[src/rtl/ncst_pkg.sv]
`timescale 1ns / 1ps
package ncst_pkg;

   localparam int Semaphores = 32;
   localparam int QueueSlots = 16;
   localparam int NameBytes  = 16;
   localparam int SlotW      = $clog2(Semaphores);
   localparam int QueueW     = $clog2(QueueSlots);
   localparam int EntryW     = SlotW + QueueW;

   typedef enum logic [1:0] {
      CMD_OPEN   = 2'd0,
      CMD_WAIT   = 2'd1,
      CMD_POST   = 2'd2,
      CMD_UNLINK = 2'd3
   } cmd_type;

   typedef enum logic [2:0] {
      ST_OK         = 3'd0,
      ST_TOO_LONG   = 3'd1,
      ST_TABLE_FULL = 3'd2,
      ST_NOT_FOUND  = 3'd3,
      ST_QUEUE_FULL = 3'd4
   } status_type;

   typedef struct packed {
      logic [1:0]  command;
      logic [4:0]  sem_index;
      logic [63:0] name_low;
      logic [63:0] name_high;
      logic [14:0] initial_value;
      logic [5:0]  task_id;
   } req_type;

   typedef struct packed {
      logic [2:0] status;
      logic [4:0] slot;
      logic       block_caller;
      logic       wake_valid;
      logic [5:0] wake_task;
   } rsp_type;

   // controller to datapath
   typedef struct packed {
      logic load;       // capture request, canonicalise name
      logic scan_clr;   // reset scan pointer
      logic scan_step;  // compare slot at pointer, advance
      logic rd_slot;    // not used by the datapath
      logic do_open;
      logic do_unlink;
      logic do_wait;
      logic do_post;
      logic finish_post; // latch queue read data
   } cmd_bus_type;

   // datapath to controller
   typedef struct packed {
      logic too_long;
      logic scan_done;
      logic hit;
   } sts_bus_type;

endpackage

[src/rtl/ncst_ctrl.sv]
`timescale 1ns / 1ps
module ncst_ctrl
   import ncst_pkg::*;
(
   input  logic        clock,
   input  logic        reset,
   input  logic        req_valid,
   input  logic [1:0]  req_command,
   output logic        req_stall,
   output logic        rsp_valid,
   input  logic        rsp_stall,
   input  sts_bus_type sts,
   output cmd_bus_type cmd
);
   typedef enum logic [2:0] {
      S_IDLE, S_SCAN, S_EXEC, S_POSTRD, S_RESP
   } state_type;

   state_type state_ff, state_in;
   cmd_type   op_ff;
   logic      rsp_valid_ff, rsp_valid_in;

   // a new item may enter while the last result waits, if the result goes this cycle
   assign req_stall = (state_ff != S_IDLE) || (rsp_valid_ff && rsp_stall);
   assign rsp_valid = rsp_valid_ff;

   always_comb begin
      state_in     = state_ff;
      rsp_valid_in = rsp_valid_ff && rsp_stall;
      cmd          = '0;
      unique case (state_ff)
         S_IDLE: if (req_valid && !req_stall) begin
            cmd.load     = 1'b1;
            cmd.scan_clr = 1'b1;
            if (cmd_type'(req_command) == CMD_OPEN || cmd_type'(req_command) == CMD_UNLINK)
               state_in = S_SCAN;
            else state_in = S_EXEC;
         end
         S_SCAN: begin
            if (sts.scan_done || sts.too_long) state_in = S_EXEC;
            else cmd.scan_step = 1'b1;
         end
         S_EXEC: begin
            unique case (op_ff)
               CMD_OPEN:   cmd.do_open   = 1'b1;
               CMD_UNLINK: cmd.do_unlink = 1'b1;
               CMD_WAIT:   cmd.do_wait   = 1'b1;
               CMD_POST:   cmd.do_post   = 1'b1;
            endcase
            if (op_ff == CMD_POST) state_in = S_POSTRD;
            else begin
               state_in     = S_IDLE;
               rsp_valid_in = 1'b1;
            end
         end
         S_POSTRD: begin
            cmd.finish_post = 1'b1;
            state_in        = S_IDLE;
            rsp_valid_in    = 1'b1;
         end
         default: state_in = S_IDLE;
      endcase
   end

   always_ff @(posedge clock) begin
      if (reset) begin
         state_ff     <= S_IDLE;
         rsp_valid_ff <= 1'b0;
         op_ff        <= CMD_OPEN;
      end else begin
         state_ff     <= state_in;
         rsp_valid_ff <= rsp_valid_in;
         if (cmd.load) op_ff <= cmd_type'(req_command);
      end
   end
endmodule

[config.mk]
export PLATFORM = sky130hd
export DESIGN_NAME = ncst_ctrl
export DESIGN_NICKNAME = d
export VERILOG_FILES = /design/src/rtl/ncst_pkg.sv /design/src/rtl/ncst_ctrl.sv
export SDC_FILE = /design/constraint.sdc
export NUM_CORES = 1
export LEC_CHECK = 0
export BUFFER_PORTS_ARGS = -buffer_cell sky130_fd_sc_hd__buf_2
export CAP_MARGIN = 20
export CORE_AREA = 4 4 41 43
export CTS_CLUSTER_DIAMETER = 60
export DETAILED_ROUTE_END_ITERATION = 10
export DIE_AREA = 0 0 45 47
export PLACE_DENSITY = 0.6
export SLEW_MARGIN = 20
export SYNTH_ARGS = -nofsm -noshare
export SYNTH_HDL_FRONTEND = slang
export SYNTH_SLANG_ARGS = --single-unit
export TNS_END_PERCENT = 5
[constraint.sdc]
create_clock -name clock -period 2.3 [get_ports clock]
set_clock_uncertainty 0.05 [all_clocks]
set_input_delay 0.46 -clock clock [delete_from_list [all_inputs] [get_ports clock]]
set_output_delay 0.46 -clock clock [all_outputs]
set_load 0.03 [all_outputs]
==> out/qor.yml <==
fill_cells: 150
syn_avg_cell_area_um2: 8.44
ys.warnings.count: 0
dr.pass1.iters: 2
hold_path_class: "in2reg"
gr-usage-met1_pct: 8.86
post_cts_buffers: 0
numCtsBuffers: 3
hold_violations: 0
cp-start-kind: "flop"
power_density_mw_per_mm2: 754
place_congestion: 0.738
use_met2_pct: 11.9
synth_seq_cells: 5
rsz0062_at_grt: "no"
tritoncts: "done"
synth_nets: 48
cts_max_level: 1
worst-path-max-fanout: 8
hpwlAfterDp_um: 599
grt_max_degree: 9
finalWorstSetupSlack_ns: 0.398
nets: 68
drtIter0Drc: 4
critical_path_class: "reg2out"
placedCellCount: 69
grt_use_met3_pct: 3.45
drc_errors: 0
yosysSeqAreaShare_pct: 30.4
die_h_um: 47
core-area_mm2: 0.00130
worst_hold_slack_ns: 0.370
fin_tns_setup_ns: 0
fmax_ghz: 0.526
preCtsSetupSlack_ns: 0.516
ir_drop_mv: 0.283
setup_viol: 0
rows: 13
final_common_cell: "buf_2"
cp.arrival_ns: 1.39
post_cts_resized: 0
cts.sinks: 5
grt_pass1_wl_um: 1190
grt_pass1_vias: 281
wirelength_um: 753
num_vias: 337
clockRootBuffer: "clkbuf_4"
port_buffers: 17
antenna_found_initial: 0
syn_inst: 39
cp-end-kind: "primary output"
most-common-layout-cells: "buf_2 (17), a21oi_1 (5), dfxtp_1 (5)"
grtUsageTotal_pct: 8.29
routed_via_density: 4.62
finalMaxSlewViolations: 0
grt-ovfl-total: 0
synth_area_um2: 329
hold_buffers: 0
cap_violations: 0
period_share_pct: 82.7
layout-drive-gt1-share_pct: 44.8
clock_path_buffers: 2
finalCriticalPeriod_ns: 1.90
p_leak_nw: 0.223
clk-insertion-delay-late_ns: 0.25
status: "finished clean"
dieArea_mm2: 0.00212
synth.distinct_cells: 22
die-width_um: 45
start_util_pct: 25.3
wl_per_cell_um: 10.3
busiest_layer: "met2"
clk_pin_slew_ns: 0.05
fin_cells: 73
area_growth_pct: 35.0
antenna_left: 0
worstPathRequired_ns: 1.79
antenna_cells: 0
io_pins: 20
## flip-flops by register name, summed over array words and instances (netlist names)
register   cells
op_ff          2
state_ff       2
rsp_valid      1
## routing by layer
layer / wire [um] / share of wire, %
met1: 310 / 41
met2: 357 / 47
met3: 68 / 9.0
met4: 17 / 2.3
met5: 0 / 0
## cells by family after synthesis
| logic type | synth area share, % |
|---|---|
| simple gates | 31.6 |
| flops | 30.4 |
| compound gates | 25.1 |
| other cells | 1.14 |
| xor+xnor | 2.66 |
| buf+inv | 9.12 |
## report_power, final
group | total (mW) | switching, mW | internal (mW)
Clock | 0.105 | 0.0392 | 0.0658
Combinational | 0.116 | 0.0750 | 0.0406
Sequential | 0.114 | 0.0172 | 0.0972
Total | 0.335 | 0.131 | 0.204
## synthesized netlist by cell type
cell type	n	area, um2
a211oi_2	1	12.5
a21boi_0	1	7.51
a21oi_1	5	25.0
and2_2	1	7.51
and3_1	2	12.5
and3b_1	1	8.76
and4bb_1	1	12.5
buf_4	2	15.0
conb_1	1	3.75
dfxtp_1	5	100
inv_1	3	11.3
inv_2	1	3.75
nand2_1	2	7.51
nand3_1	2	10.0
nor2_1	2	7.51
nor2b_1	1	6.26
nor3b_1	1	7.51
nor4b_4	1	23.8
o21ai_1	1	5.00
o21ai_2	2	17.5
o31ai_1	2	15.0
xnor2_1	1	8.76
## layout make-up
| class | instances | area, um2 | area share [%] |
|---|---|---|---|
| Sequential cell | 5 | 100 | 22.5 |
| Tap cell | 15 | 18.8 | 4.23 |
| Inverter | 4 | 15.0 | 3.38 |
| Timing Repair Buffer | 17 | 85.1 | 19.2 |
| Multi-Input combinational cell | 28 | 199 | 44.8 |
| Clock buffer | 4 | 26.3 | 5.92 |
## final timing paths
| path | end | cells after the start | slack (ns) | from |
|---|---|---|---|---|
| max | cmd[8] | 4 | 0.40 | state_ff[1]$_SDFFE_PP0P_ |
| min | op_ff[0]$_SDFFE_PP0P_ | 2 | 0.37 | reset |
| min reg2reg | rsp_valid$_SDFF_PP0_ | 2 | 0.45 | rsp_valid$_SDFF_PP0_ |
| max reg2reg | op_ff[1]$_SDFFE_PP0P_ | 4 | 1.14 | state_ff[1]$_SDFFE_PP0P_ |
## metrics by stage
stage	total power [mW]	utilization [%]	cell area [um2]
5_1_grt	0.354	34.1	444
3_5_place_dp	0.233	32.1	418
4_1_cts	0.338	34.1	444
6_report	0.335	34.1	444
2_1_floorplan	0.202	-	329
3_3_place_gp	0.231	32.1	418
## critical path, cell delays in order (launching register included)
cell      delay [ns]
dfxtp_1         0.39
a211oi_2        0.33
inv_2           0.10
nor2_1          0.11
buf_2           0.21
Note: power is estimated with default switching activity, not from simulation.
